## config.mk

```make
export PLATFORM = sky130hd
export DESIGN_NAME = min_max_bucket_downsampler_core_flat
export DESIGN_NICKNAME = d
export VERILOG_FILES = /design/src/rtl/core/mmbd_pkg.sv /design/src/rtl/core/mmbd_if.sv /design/src/rtl/core/mmbd_front.sv /design/src/rtl/core/mmbd_queue.sv /design/src/rtl/core/mmbd_back.sv /design/src/rtl/core/min_max_bucket_downsampler_core.sv /design/src/flat_wrapper.sv
export SDC_FILE = /design/constraint.sdc
export NUM_CORES = 1
export LEC_CHECK = 0
export CORE_ASPECT_RATIO = 1.25
export CORE_UTILIZATION = 40
export CTS_BUF_LIST = sky130_fd_sc_hd__clkbuf_16
export DETAILED_ROUTE_END_ITERATION = 8
export DONT_BUFFER_PORTS = 1
export HOLD_SLACK_MARGIN = 0.08
export MAX_ROUTING_LAYER = met4
export SLEW_MARGIN = 20
export SYNTH_ARGS = -nofsm -noshare
export SYNTH_HDL_FRONTEND = slang
export SYNTH_SLANG_ARGS = --single-unit
```

## constraint.sdc

```tcl
create_clock -name clock -period 10 [get_ports clock]
set_clock_uncertainty 0.1 [all_clocks]
set_input_delay 1 -clock clock [delete_from_list [all_inputs] [get_ports clock]]
set_output_delay 1 -clock clock [all_outputs]
set_load 0.02 [all_outputs]
```

## src/rtl/core/mmbd_pkg.sv

```systemverilog
// Package for the min/max bucket downsampler: widths, register indexes,
// point kinds, the back-end phase type and the queue entry flags.
// No dependencies; every other file of the block but mmbd_if uses it.
`timescale 1ns / 1ps
`default_nettype none

package mmbd_pkg;

   localparam int DEF_COORD_WIDTH = 32;
   localparam int DEF_FRAC_BITS   = 16;

   localparam int LEN_W       = 16;
   localparam int POS_W       = 16;
   localparam int THRESH_W    = 31;
   localparam int CSR_INDEX_W = 2;
   localparam int CSR_DATA_W  = 31;
   localparam int QUEUE_DEPTH = 4;

   localparam logic [CSR_INDEX_W-1:0] CSR_BUCKET_LENGTH  = 2'd0;
   localparam logic [CSR_INDEX_W-1:0] CSR_DROP_THRESHOLD = 2'd1;

   typedef enum logic [1:0] {
      KIND_FIRST  = 2'd0,
      KIND_TROUGH = 2'd1,
      KIND_PEAK   = 2'd2
   } point_kind_type;

   typedef enum logic [1:0] {
      PH_FIRST,
      PH_TROUGH,
      PH_PEAK
   } phase_type;

   typedef struct packed {
      logic first;
      logic extremes;
   } emit_type;

   localparam int EMIT_W = $bits(emit_type);

endpackage

`default_nettype wire

```

## src/rtl/core/mmbd_if.sv

```systemverilog
// Valid/ready channel interfaces for the sample stream and the point stream.
// Depends on nothing; the width of the coordinates is a parameter.
`timescale 1ns / 1ps
`default_nettype none

interface mmbd_req_if #(
   parameter int COORD_WIDTH = 32
);
   logic                          valid;
   logic                          ready;
   logic        [COORD_WIDTH-1:0] sample_x;
   logic signed [COORD_WIDTH-1:0] sample_y;
   logic                          last_sample;

   modport source (output valid, output sample_x, output sample_y, output last_sample,
                   input ready);
   modport sink   (input valid, input sample_x, input sample_y, input last_sample,
                   output ready);
endinterface

interface mmbd_rsp_if #(
   parameter int COORD_WIDTH = 32
);
   logic                          valid;
   logic                          ready;
   logic        [COORD_WIDTH-1:0] point_x;
   logic signed [COORD_WIDTH-1:0] point_y;
   logic        [1:0]             point_kind;
   logic                          run_end;

   modport source (output valid, output point_x, output point_y, output point_kind,
                   output run_end, input ready);
   modport sink   (input valid, input point_x, input point_y, input point_kind,
                   input run_end, output ready);
endinterface

`default_nettype wire

```

## src/rtl/core/mmbd_front.sv

```systemverilog
// Front end: configuration registers, sample acceptance, bucket position and
// extreme tracking, and the decision which points a sample causes.
// Depends on mmbd_pkg and mmbd_req_if.
`timescale 1ns / 1ps
`default_nettype none

module mmbd_front #(
   parameter int COORD_WIDTH = mmbd_pkg::DEF_COORD_WIDTH,
   parameter int FRAC_BITS   = mmbd_pkg::DEF_FRAC_BITS
) (
   input  wire logic                                            clock,
   input  wire logic                                            reset,
   mmbd_req_if.sink                                             req,
   input  wire logic                                            csr_we,
   input  wire logic [mmbd_pkg::CSR_INDEX_W-1:0]                csr_index,
   input  wire logic [mmbd_pkg::CSR_DATA_W-1:0]                 csr_wdata,
   output logic                                                 push_valid,
   output logic [6*COORD_WIDTH+mmbd_pkg::EMIT_W-1:0]            push_data,
   input  wire logic                                            q_full
);
   import mmbd_pkg::*;

   localparam int CmpW = (COORD_WIDTH > THRESH_W) ? COORD_WIDTH : THRESH_W;
   localparam logic [THRESH_W-1:0] ThreshReset =
      THRESH_W'(((64'd1 << FRAC_BITS) + 64'd5) / 64'd10);

   logic [LEN_W-1:0]       len_ff;
   logic [THRESH_W-1:0]    thr_ff;
   logic [POS_W-1:0]       pos_ff, pos_in;
   logic [COORD_WIDTH-1:0] lo_y_ff, lo_y_in, lo_x_ff, lo_x_in;
   logic [COORD_WIDTH-1:0] hi_y_ff, hi_y_in, hi_x_ff, hi_x_in;
   logic                   st_valid_ff, st_valid_in;
   logic [COORD_WIDTH-1:0] st_x_ff, st_y_ff;
   logic                   st_first_ff, st_close_ff;

   logic [LEN_W-1:0]       len_eff;
   logic [POS_W:0]         pos_inc;
   logic                   first, close, lt, gt;
   logic [COORD_WIDTH-1:0] range;
   logic                   over, need_push, st_take, accept;
   emit_type               emit;

   always_ff @(posedge clock) begin
      if (reset) begin
         len_ff <= LEN_W'(1);
         thr_ff <= ThreshReset;
      end else if (csr_we) begin
         unique case (csr_index)
            CSR_BUCKET_LENGTH:  len_ff <= csr_wdata[LEN_W-1:0];
            CSR_DROP_THRESHOLD: thr_ff <= csr_wdata[THRESH_W-1:0];
            default: ;
         endcase
      end
   end

   always_comb begin
      len_eff = (len_ff == '0) ? LEN_W'(1) : len_ff;
      pos_inc = {1'b0, pos_ff} + (POS_W+1)'(1);
      first   = (pos_ff == '0);
      close   = req.last_sample || (pos_inc[POS_W-1:0] >= len_eff) || pos_inc[POS_W];
      lt      = $signed(req.sample_y) < $signed(lo_y_ff);
      gt      = $signed(req.sample_y) > $signed(hi_y_ff);

      range     = hi_y_ff - lo_y_ff;
      over      = CmpW'(range) > CmpW'(thr_ff);
      need_push = st_first_ff || (st_close_ff && over);
      st_take   = st_valid_ff && (!need_push || !q_full);
      req.ready = !st_valid_ff || st_take;
      accept    = req.valid && req.ready;

      emit.first    = st_first_ff;
      emit.extremes = st_close_ff && over;
      push_valid    = st_valid_ff && need_push && !q_full;
      push_data     = {emit, st_x_ff, st_y_ff, lo_x_ff, lo_y_ff, hi_x_ff, hi_y_ff};

      pos_in  = close ? '0 : pos_inc[POS_W-1:0];
      lo_y_in = (first || lt) ? req.sample_y : lo_y_ff;
      lo_x_in = (first || lt) ? req.sample_x : lo_x_ff;
      hi_y_in = (first || gt) ? req.sample_y : hi_y_ff;
      hi_x_in = (first || gt) ? req.sample_x : hi_x_ff;

      priority if (accept) begin
         st_valid_in = 1'b1;
      end else if (st_take) begin
         st_valid_in = 1'b0;
      end else begin
         st_valid_in = st_valid_ff;
      end
   end

   always_ff @(posedge clock) begin
      if (reset) begin
         st_valid_ff <= 1'b0;
         pos_ff      <= '0;
         lo_y_ff     <= '0;
         lo_x_ff     <= '0;
         hi_y_ff     <= '0;
         hi_x_ff     <= '0;
      end else begin
         st_valid_ff <= st_valid_in;
         if (accept) begin
            pos_ff  <= pos_in;
            lo_y_ff <= lo_y_in;
            lo_x_ff <= lo_x_in;
            hi_y_ff <= hi_y_in;
            hi_x_ff <= hi_x_in;
         end
      end
   end

   always_ff @(posedge clock) begin
      if (accept) begin
         st_x_ff     <= req.sample_x;
         st_y_ff     <= req.sample_y;
         st_first_ff <= first;
         st_close_ff <= close;
      end
   end

endmodule

`default_nettype wire

```

## src/rtl/core/mmbd_queue.sv

```systemverilog
// Short first-in first-out queue of point events between front and back end.
// Depends on mmbd_pkg for the default depth.
`timescale 1ns / 1ps
`default_nettype none

module mmbd_queue #(
   parameter int DATA_W = 194,
   parameter int DEPTH  = mmbd_pkg::QUEUE_DEPTH
) (
   input  wire logic              clock,
   input  wire logic              reset,
   input  wire logic              push_valid,
   input  wire logic [DATA_W-1:0] push_data,
   output logic                   full,
   input  wire logic              pop,
   output logic                   valid,
   output logic [DATA_W-1:0]      data
);
   localparam int AddrW  = (DEPTH > 1) ? $clog2(DEPTH) : 1;
   localparam int CountW = $clog2(DEPTH + 1);

   logic [DATA_W-1:0] slot_ff [DEPTH];
   logic [AddrW-1:0]  wr_ptr_ff, wr_ptr_in, rd_ptr_ff, rd_ptr_in;
   logic [CountW-1:0] count_ff, count_in;
   logic              do_push, do_pop;

   always_comb begin
      full    = (count_ff == CountW'(DEPTH));
      valid   = (count_ff != '0);
      data    = slot_ff[rd_ptr_ff];
      do_push = push_valid && !full;
      do_pop  = pop && valid;

      wr_ptr_in = wr_ptr_ff;
      if (do_push) begin
         wr_ptr_in = (wr_ptr_ff == AddrW'(DEPTH - 1)) ? '0 : wr_ptr_ff + AddrW'(1);
      end
      rd_ptr_in = rd_ptr_ff;
      if (do_pop) begin
         rd_ptr_in = (rd_ptr_ff == AddrW'(DEPTH - 1)) ? '0 : rd_ptr_ff + AddrW'(1);
      end

      unique case ({do_push, do_pop})
         2'b10:   count_in = count_ff + CountW'(1);
         2'b01:   count_in = count_ff - CountW'(1);
         default: count_in = count_ff;
      endcase
   end

   always_ff @(posedge clock) begin
      if (reset) begin
         wr_ptr_ff <= '0;
         rd_ptr_ff <= '0;
         count_ff  <= '0;
      end else begin
         wr_ptr_ff <= wr_ptr_in;
         rd_ptr_ff <= rd_ptr_in;
         count_ff  <= count_in;
      end
   end

   always_ff @(posedge clock) begin
      if (do_push) begin
         slot_ff[wr_ptr_ff] <= push_data;
      end
   end

endmodule

`default_nettype wire

```

## src/rtl/core/mmbd_back.sv

```systemverilog
// Back end: takes point events from the queue and sends their points one per
// transfer: bucket first sample, then trough and peak. Depends on mmbd_pkg, mmbd_rsp_if.
`timescale 1ns / 1ps
`default_nettype none

module mmbd_back #(
   parameter int COORD_WIDTH = mmbd_pkg::DEF_COORD_WIDTH
) (
   input  wire logic                                       clock,
   input  wire logic                                       reset,
   input  wire logic                                       q_valid,
   input  wire logic [6*COORD_WIDTH+mmbd_pkg::EMIT_W-1:0]  q_data,
   output logic                                            q_pop,
   mmbd_rsp_if.source                                      rsp
);
   import mmbd_pkg::*;

   localparam int EvW = 6*COORD_WIDTH + EMIT_W;

   logic [EvW-1:0]         ev_ff;
   logic                   hold_valid_ff, hold_valid_in;
   phase_type              phase_ff, phase_in, start_phase;
   emit_type               ev_emit, q_emit;
   logic [COORD_WIDTH-1:0] ev_x, ev_y, ev_lo_x, ev_lo_y, ev_hi_x, ev_hi_y;
   logic                   last_point, advance, load;

   assign {ev_emit, ev_x, ev_y, ev_lo_x, ev_lo_y, ev_hi_x, ev_hi_y} = ev_ff;
   assign q_emit = emit_type'(q_data[EvW-1 -: EMIT_W]);

   always_comb begin
      last_point  = (phase_ff == PH_PEAK) || (phase_ff == PH_FIRST && !ev_emit.extremes);
      advance     = hold_valid_ff && rsp.ready && last_point;
      load        = q_valid && (!hold_valid_ff || advance);
      q_pop       = load;
      start_phase = q_emit.first ? PH_FIRST : PH_TROUGH;

      priority if (load) begin
         hold_valid_in = 1'b1;
      end else if (advance) begin
         hold_valid_in = 1'b0;
      end else begin
         hold_valid_in = hold_valid_ff;
      end
   end

   always_comb begin
      phase_in = phase_ff;
      priority if (load) begin
         phase_in = start_phase;
      end else if (hold_valid_ff && rsp.ready && !last_point) begin
         unique case (phase_ff)
            PH_FIRST:  phase_in = PH_TROUGH;
            PH_TROUGH: phase_in = PH_PEAK;
            PH_PEAK:   phase_in = PH_PEAK;
            default:   phase_in = PH_FIRST;
         endcase
      end else begin
         phase_in = phase_ff;
      end
   end

   always_comb begin
      rsp.valid   = hold_valid_ff;
      rsp.run_end = last_point;
      unique case (phase_ff)
         PH_FIRST: begin
            rsp.point_x    = ev_x;
            rsp.point_y    = ev_y;
            rsp.point_kind = KIND_FIRST;
         end
         PH_TROUGH: begin
            rsp.point_x    = ev_lo_x;
            rsp.point_y    = ev_lo_y;
            rsp.point_kind = KIND_TROUGH;
         end
         PH_PEAK: begin
            rsp.point_x    = ev_hi_x;
            rsp.point_y    = ev_hi_y;
            rsp.point_kind = KIND_PEAK;
         end
         default: begin
            rsp.point_x    = ev_x;
            rsp.point_y    = ev_y;
            rsp.point_kind = KIND_FIRST;
         end
      endcase
   end

   always_ff @(posedge clock) begin
      if (reset) begin
         hold_valid_ff <= 1'b0;
         phase_ff      <= PH_FIRST;
      end else begin
         hold_valid_ff <= hold_valid_in;
         phase_ff      <= phase_in;
      end
   end

   always_ff @(posedge clock) begin
      if (load) begin
         ev_ff <= q_data;
      end
   end

endmodule

`default_nettype wire

```

## src/rtl/core/min_max_bucket_downsampler_core.sv

```systemverilog
// Top level of the min/max bucket downsampler: front end, event queue and
// back end. Depends on mmbd_pkg, mmbd_if, mmbd_front, mmbd_queue, mmbd_back.
//
//   Channel  Direction  Handshake        Carries
//   req      in         valid / ready    sample_x, sample_y, last_sample
//   rsp      out        valid / ready    point_x, point_y, point_kind, run_end
//   csr      in         csr_we           csr_index, csr_wdata
//
// One sample is accepted per cycle while no event waits on a full queue; its points
// pass the front-end stage register, the event queue and the back-end event register
// to rsp, one point per cycle while rsp.ready is high. A four-entry event queue
// separates the two ends. Reset is synchronous and clears the position, extremes,
// queue and registers. A stall on rsp fills the queue, after which req.ready drops.
`timescale 1ns / 1ps
`default_nettype none

module min_max_bucket_downsampler_core #(
   parameter int COORD_WIDTH = mmbd_pkg::DEF_COORD_WIDTH,
   parameter int FRAC_BITS   = mmbd_pkg::DEF_FRAC_BITS
) (
   input  wire logic                             clock,
   input  wire logic                             reset,
   mmbd_req_if.sink                              req,
   mmbd_rsp_if.source                            rsp,
   input  wire logic                             csr_we,
   input  wire logic [mmbd_pkg::CSR_INDEX_W-1:0] csr_index,
   input  wire logic [mmbd_pkg::CSR_DATA_W-1:0]  csr_wdata
);
   import mmbd_pkg::*;

   localparam int EvW = 6*COORD_WIDTH + EMIT_W;

   logic           push_valid, q_full, q_pop, q_valid;
   logic [EvW-1:0] push_data, q_data;

   mmbd_front #(
      .COORD_WIDTH(COORD_WIDTH),
      .FRAC_BITS  (FRAC_BITS)
   ) u_front (
      .clock     (clock),
      .reset     (reset),
      .req       (req),
      .csr_we    (csr_we),
      .csr_index (csr_index),
      .csr_wdata (csr_wdata),
      .push_valid(push_valid),
      .push_data (push_data),
      .q_full    (q_full)
   );

   mmbd_queue #(
      .DATA_W(EvW),
      .DEPTH (QUEUE_DEPTH)
   ) u_queue (
      .clock     (clock),
      .reset     (reset),
      .push_valid(push_valid),
      .push_data (push_data),
      .full      (q_full),
      .pop       (q_pop),
      .valid     (q_valid),
      .data      (q_data)
   );

   mmbd_back #(
      .COORD_WIDTH(COORD_WIDTH)
   ) u_back (
      .clock  (clock),
      .reset  (reset),
      .q_valid(q_valid),
      .q_data (q_data),
      .q_pop  (q_pop),
      .rsp    (rsp)
   );

endmodule

`default_nettype wire

```

## src/flat_wrapper.sv

```systemverilog
// flat-port wrapper written by rule: the top's interface ports become plain ports
module min_max_bucket_downsampler_core_flat import mmbd_pkg::*;
#(
   parameter int COORD_WIDTH = mmbd_pkg::DEF_COORD_WIDTH,
   parameter int FRAC_BITS   = mmbd_pkg::DEF_FRAC_BITS
)
  (clock, reset, csr_we, csr_index, csr_wdata, req_valid, req_sample_x, req_sample_y, req_last_sample, req_ready, rsp_valid, rsp_point_x, rsp_point_y, rsp_point_kind, rsp_run_end, rsp_ready);
  mmbd_req_if #(.COORD_WIDTH(COORD_WIDTH)) req_i ();
  mmbd_rsp_if #(.COORD_WIDTH(COORD_WIDTH)) rsp_i ();
  input  wire logic clock;
  input  wire logic reset;
  input  wire logic csr_we;
  input  wire logic [mmbd_pkg::CSR_INDEX_W-1:0] csr_index;
  input  wire logic [mmbd_pkg::CSR_DATA_W-1:0] csr_wdata;
  input wire logic [$bits(req_i.valid)-1:0] req_valid;
  input wire logic [$bits(req_i.sample_x)-1:0] req_sample_x;
  input wire logic [$bits(req_i.sample_y)-1:0] req_sample_y;
  input wire logic [$bits(req_i.last_sample)-1:0] req_last_sample;
  output wire logic [$bits(req_i.ready)-1:0] req_ready;
  output wire logic [$bits(rsp_i.valid)-1:0] rsp_valid;
  output wire logic [$bits(rsp_i.point_x)-1:0] rsp_point_x;
  output wire logic [$bits(rsp_i.point_y)-1:0] rsp_point_y;
  output wire logic [$bits(rsp_i.point_kind)-1:0] rsp_point_kind;
  output wire logic [$bits(rsp_i.run_end)-1:0] rsp_run_end;
  input wire logic [$bits(rsp_i.ready)-1:0] rsp_ready;
  assign req_i.valid = req_valid;
  assign req_i.sample_x = req_sample_x;
  assign req_i.sample_y = req_sample_y;
  assign req_i.last_sample = req_last_sample;
  assign req_ready = req_i.ready;
  assign rsp_valid = rsp_i.valid;
  assign rsp_point_x = rsp_i.point_x;
  assign rsp_point_y = rsp_i.point_y;
  assign rsp_point_kind = rsp_i.point_kind;
  assign rsp_run_end = rsp_i.run_end;
  assign rsp_i.ready = rsp_ready;
  min_max_bucket_downsampler_core #(.COORD_WIDTH(COORD_WIDTH), .FRAC_BITS(FRAC_BITS)) u_core (.clock(clock), .reset(reset), .req(req_i), .rsp(rsp_i), .csr_we(csr_we), .csr_index(csr_index), .csr_wdata(csr_wdata));
endmodule
```

==> metrics, run 1 <==
status=finished clean; Slowest Stage Delay on Critical Path=0.78 ns; placer congestion estimate=0.835; synthesis warning total=0; Final min period=7.31 ns; Final #Nets=3266; Startpoint Class=flop; hold_ws=0.247 ns; Async S/R FF share, synth=0; ant diodes=0; core area=122000 sq um; Peak VDD IR=0.355 mV; wire length per cell=22.6 um; Post-Synthesis Net Count=3248; layout cells sized above 1=0.135; Port Buffer Count=0; post-synthesis mux area share=0.116; min-delay worst type=primary input to flop; pwr/cell area=273 nW/um^2; Detailed Place HPWL=64000 um; prevailing post-synth register cell=edfxtp_1; endpoints failing setup=0; vias after detailed routing=24900; initial drt markers=1619; initial antenna violation count=1; Final Max Slew Viols=0; vias in the first global route=25000; Leak=18.6 nW; Post-Synth Simple-Gate Area=0.0501; ranking of synthesized cells by area=edfxtp_1, mux4_2, dfxtp_1; clock transition at the registers of the reported paths=0.06 ns; Final TNS setup=0 ns; Mean Syn Cell Area=16.5 sq um; Reg area=35200 sq um; Final Cycle Share=0.731; cts hold-fix bufs=0; Multi-input gate area=13100 sq um; first-pass GRT wire length=158000 um; CTS tree=yes; Netlist cell types=84; design area=54900 sq um; # DRC=0; CTS Root Cell=clkbuf_16; FF+latch count, synth=1239; clock buffer count from CTS=115; Overall Global Routing Usage=0.175; area share of the largest cell type after synthesis=0.629; Synth area leader=edfxtp_1; Row Count=143; max-cap violations=0; Placed Area=51200 sq um; Crit Path Class=flop to flop; compound-gate portion of the synthesized area=0.0513; H-tree lvl count=3; Post-Synth XOR/XNOR Area=0.00727; worst-margin pin slew=1.10 ns; die area=125000 sq um; Synth Area in Adders=0.0398; Clock Latency Late Sink=0.72 ns; Crit path required time=10.24 ns; Die Span Y=395 um; global route overflow=0; largest net degree at the start of global routing=147; Clock Sinks=1239; largest family of logic cells by synthesized area=multiplexers; EDFF count, synth=1035; Worst Setup End Kind=flop; Seq/Total Area, Yosys=0.712; Slew headroom=0.267; number of I/O pins=172; Syn Inst Count=2989; Worst Path Arrival=7.55 ns; total wire length=106000 um; antenna viol nets, final=0; worst-path maximum fanout=73; GR Util met2=0.280; Area Growth Syn to Fin=11.1%; Initial Utilization=0.405; Clock Path Buffers=3; synthesized area=49400 sq um; CP Cell Sequence=ha_1 -> inv_1 -> fa_1 -> a211oi_1 -> o21ai_0 -> a31oi_1 -> o2bb2ai_1 -> a311oi_1 -> o21ai_0 -> and2_1 -> nor2_1 -> xnor2_1 -> ha_1 -> nand4_1 -> nor4_1 -> nand3_1 -> a22oi_1 -> nor4b_2 -> o32ai_4 -> nor2b_1 -> and2_4 -> buf_12; met3 Use GR=0.0310; DR vias/cell=5.30; Final Hold Vio Count=0; FMAX=0.137 GHz; Most Used Layer, Global Route=met2; CTS resizes=0; Setup Buffers After CTS=0; unrepaired setup endpoints after global routing=false; Chip Width=316 um; filler instances=10600; slowest cell on the critical path=and2_4; DR pass1 iterations=5; GR Layer Usage met1=0.228
[cell type report]
class / instances / area share
well taps: 1595 / 0.0364
clock inverters: 100 / 0.0137
clock buffers: 118 / 0.0538
inverters: 145 / 0.0100
repair buffers: 31 / 0.00675
flip-flops and latches: 1239 / 0.641
multi-input cells: 1475 / 0.239
[worst max-delay path: cells and delay by family (launching register included)]
kind	cells	cell delay (ns)
and+or+nand+nor	8	2.47
buffers and inverters	2	0.51
AOI/OAI and AO/OA	8	2.26
xor gates and xnor gates	1	0.08
adders and majority gates	3	0.94
DFF	1	0.43
[report_power, final]
part	switching, mW	total (mW)	internal (mW)
logic	2.21	3.41	1.20
registers	0.360	7.31	6.95
clock network	1.86	4.26	2.40
[flip-flops by register name, summed over array words and instances, names as in the netlist, named ones only]
name,flops
u_core.u_front.lo_y_ff,32
u_core.u_front.hi_y_ff,32
u_core.u_front.lo_x_ff,32
u_core.u_front.hi_x_ff,32
u_core.u_queue.count_ff,3
u_core.u_back.rsp.valid,1
u_core.u_front.pos_ff,16
u_core.u_front.st_close_ff,1
u_core.u_queue.rd_ptr_ff,2
u_core.u_back.phase_ff,2
u_core.u_front.st_x_ff,32
u_core.u_front.st_y_ff,32
u_core.u_front.st_first_ff,1
u_core.u_queue.wr_ptr_ff,2
u_core.u_front.len_ff,16
u_core.u_queue.slot_ff,776
u_core.u_front.st_valid_ff,1
u_core.u_back.ev_ff,193
u_core.u_front.thr_ff,31
[through the flow]
| step | total power [mW] | utilization | instances | setup WS [ns] |
|---|---|---|---|---|
| final | 15.0 | 0.450 | 4703 | 2.69 |
| after global routing | 15.7 | 0.450 | 4703 | 2.02 |
| after detailed placement | 10.9 | 0.420 | 4485 | 2.65 |
| after CTS | 15.2 | 0.450 | 4703 | 2.64 |
| after floorplan | 10.0 | - | 2989 | 0.613 |
| after global placement | 10.9 | 0.420 | 4485 | 2.68 |
[cell families after synthesis]
| logic type | after synthesis |
|---|---|
| XOR/XNOR | 41 |
| AND/OR/NAND/NOR | 559 |
| adder cells (fa/ha/maj) | 156 |
| AO/OA/AOI/OAI | 391 |
| multiplexers | 328 |
| flip-flops | 1239 |
| buffers and inverters | 275 |
[per-layer routing]
layer	up-vias	routed length, um	part of all wire
met5	-	0	0
met4	0	2720	0.026
met3	136	5720	0.054
met2	516	51900	0.49
met1	12700	46100	0.43
li1	11600	-	-
[placed cells by master (no fill, tap or decap), types with 10 or more instances in the layout]
cell type / n
nor2_1: 101
o21ai_0: 34
nand3_1: 37
and3_1: 12
clkbuf_16: 118
edfxtp_1: 1035
nand2_1: 311
o211ai_1: 13
dfxtp_1: 202
o21a_1: 13
xor2_1: 11
mux2i_1: 133
nor4_1: 12
nand4_1: 14
bufinv_16: 10
a21oi_1: 167
nor3_1: 16
buf_4: 20
clkinv_1: 27
ha_1: 151
a21o_1: 30
inv_1: 168
buf_12: 11
xnor2_1: 30
clkinv_2: 22
a22oi_1: 66
nor2b_1: 11
mux4_2: 194
[cell usage after synthesis, drive strengths merged (8+ instances only)]
master  number
a211oi       8
a21o        30
a21oi      167
a22oi       66
and2         8
and3        12
buf         60
clkbuf      70
dfxtp      204
edfxtp    1035
ha         154
inv        143
mux2i      133
mux4       194
nand2      312
nand2b       9
nand3       37
nand4       14
nor2       102
nor2b       11
nor3        16
nor4        13
o211ai      13
o21a        13
o21ai       35
o32ai        8
xnor2       30
xor2        11
[path summary, 6_finish.rpt]
| check | start | to | slack [ns] | cells after the start |
|---|---|---|---|---|
| max | u_core.u_front.lo_y_ff[0] | u_core.u_queue.slot_ff[3][168] | 2.69 | 22 |
| min | reset | u_core.u_front.pos_ff[1] | 0.25 | 1 |
| max reg2reg | u_core.u_front.lo_y_ff[0] | u_core.u_queue.slot_ff[3][168] | 2.69 | 22 |
| min reg2reg | u_core.u_front.thr_ff[16] | u_core.u_front.thr_ff[16] | 0.36 | 2 |
(Power assumes the default switching activity.)
==> run 2, diff against run 1 <==
Settings changed: ABC_AREA from default to 1.
Clock period 10 ns to 6.7 ns, I/O delays scaled along.
==> run 2 against run 1 <==
Combinational power up 110%. Setup slack got worse by 2.1 ns. Sequential share of layout area down 3.6 points. Global-route usage grew 3.5 points. Hold slack worse by 0.076 ns. Synthesized cell count grew 50%. Flip-flop and latch count did not move. Synthesized area increased by 3.4%. Register-to-register slack worse by 1.7 ns. Highest routed layer unchanged.
==> metrics, run 2 <==
wire length per cell=21.0 um; number of I/O pins=172; CTS resizes=0; clock buffer count from CTS=119; slowest cell on the critical path=dfxtp_1; Seq/Total Area, Yosys=0.688; clock transition at the registers of the reported paths=0.06 ns; post-synthesis mux area share=0; Slew headroom=0.256; global route overflow=0; reg2reg setup slack=0.98 ns; CTS Root Cell=clkbuf_16; Final Hold Vio Count=0; Worst Path Arrival=5.37 ns; worst-margin pin slew=1.12 ns; cts hold-fix bufs=102; Clock Sinks=1239; Final min period=6.14 ns; vias in the first global route=32500; final setup margin=0.556 ns; antenna viol nets, final=0; Detailed Place HPWL=72900 um; pwr/cell area=429 nW/um^2; compound-gate portion of the synthesized area=0.102; Netlist cell types=45; Reg with most FFs=u_core.u_queue.slot_ff; endpoints failing setup=0; Final #Nets=4760; placer congestion estimate=0.848; total wire length=133000 um; Post-Synthesis Net Count=4729; leading cell type in the layout, fill and taps excluded=edfxtp_1; min-delay worst type=primary input to flop; Post-Synth Simple-Gate Area=0.111; Layout Cells excl Fill=6309; max-cap violations=0; max reg flops=776; cell total after placement=5979; Peak VDD IR=0.331 mV; Clock Latency Late Sink=0.75 ns; initial drt markers=2507; H-tree lvl count=3; FF+latch count, synth=1239; Async S/R FF share, synth=0; Clock Path Buffers=3; largest family of logic cells by synthesized area=simple AND/OR/NAND/NOR gates; die area=129000 sq um; worst-path maximum fanout=19; Setup Buffers After CTS=0; Syn Inst Count=4470; ranking of synthesized cells by area=edfxtp_1, dfxtp_1, nor2_1; status=finished clean; DR vias/cell=5.24; Synth area leader=edfxtp_1; core area=127000 sq um; Port Buffer Count=0; Crit path required time=5.93 ns; top flop regs=u_core.u_queue.slot_ff x776, u_core.u_back.ev_ff x193; initial antenna violation count=2; Mean Syn Cell Area=11.4 sq um; Synth Area in Adders=0.0385; Final Max Slew Viols=0; FMAX=0.163 GHz; Overall Global Routing Usage=0.210; Leak=21.7 nW; DP Worst Slack=1.05 ns; commonest cells in the synthesized netlist=edfxtp_1, nor2_1, nand2_1; Chip Width=322 um; first-pass GRT wire length=198000 um; Slowest Stage Delay on Critical Path=0.38 ns; vias after detailed routing=33000; largest net degree at the start of global routing=225; CTS tree=yes; unrepaired setup endpoints after global routing=false; Startpoint Class=flop; Row Count=146; Final Cycle Share=0.917; total power=25.0 mW; EDFF count, synth=1035; Crit Path Class=flop to output port; # DRC=0; prevailing post-synth register cell=edfxtp_1; synthesis warning total=0; synthesized area=51100 sq um; Post-Synth XOR/XNOR Area=0.00686; Initial Utilization=0.403; top-count cell post-synth=edfxtp_1; layout cells sized above 1=0.0621; Worst Setup End Kind=output port; most used cell, CP=nand2_1; DR pass1 iterations=6; Area Growth Syn to Fin=13.8%; area share of the largest cell type after synthesis=0.608; most frequent cells in the layout=edfxtp_1, nor2_1, nand2_1; Die Span Y=402 um
-- run 2: cell families (layout without fill, tap and decap cells) --
family                   Yosys count  count (layout)
other                              0               1
XOR/XNOR                          40              40
adder cells (fa/ha/maj)          156             156
AND/OR/NAND/NOR                 1364            1364
AO/OA/AOI/OAI                    969             969
flip-flops                      1239            1239
buffers and inverters            702             838
-- run 2: per-layer routing --
metal  routed length, um  track usage  up-vias
met5                   0            -        -
met4                3890       0.0708        0
met3                7760       0.0371      199
met2               66300        0.356      881
met1               54600        0.252    16200
li1                    -            -    15800
-- run 2: layout make-up --
type / count / area, sq um
tap: 1702 / 2130
sequential: 1239 / 35200
timing repair buffer: 154 / 1690
antenna: 1 / 2.50
clock inverter: 104 / 1030
multi-input combinational: 2529 / 13300
fill: 11300 / 68500
clock buffer: 122 / 3050
inverter: 458 / 1750
-- run 2: worst paths after layout --
check / cells past startpoint / from / endpoint
max: 34 / u_core.u_front.lo_y_ff[3] / req_ready
min: 3 / reset / u_core.u_front.pos_ff[2]
max reg2reg: 37 / u_core.u_front.lo_y_ff[3] / u_core.u_queue.slot_ff[0][101]
min reg2reg: 2 / u_core.u_front.thr_ff[28] / u_core.u_front.thr_ff[28]
-- run 2: worst max-delay path, delay by kind of cell, from the launching register on --
family | cells | cell delay [ns]
fa+ha+maj | 2 | 0.64
flops | 1 | 0.38
xor+xnor | 1 | 0.16
compound gates | 5 | 0.78
buf+inv | 2 | 0.46
simple gates | 24 | 2.19
-- run 2: where the power goes --
| part | total [mW] | internal, mW | leakage (nW) | switching [mW] |
|---|---|---|---|---|
| sequential | 10.9 | 10.2 | 11.3 | 0.647 |
| clock | 6.96 | 4.03 | 2.08 | 2.93 |
| combinational | 7.13 | 1.94 | 8.28 | 5.20 |
| total | 25.0 | 16.2 | 21.7 | 8.77 |
-- run 2: per-stage QoR --
| step | hold WS (ns) | utilization | instance area [sq um] | TNS, ns |
|---|---|---|---|---|
| 2_1_floorplan | 0.335 | - | 51200 | -277.24 |
| 3_3_place_gp | 0.354 | 0.418 | 53000 | 0 |
| 3_5_place_dp | 0.362 | 0.418 | 53000 | 0 |
| 4_1_cts | 0.124 | 0.459 | 58100 | 0 |
| 5_1_grt | 0.174 | 0.459 | 58100 | 0 |
| 6_report | 0.171 | 0.459 | 58100 | 0 |
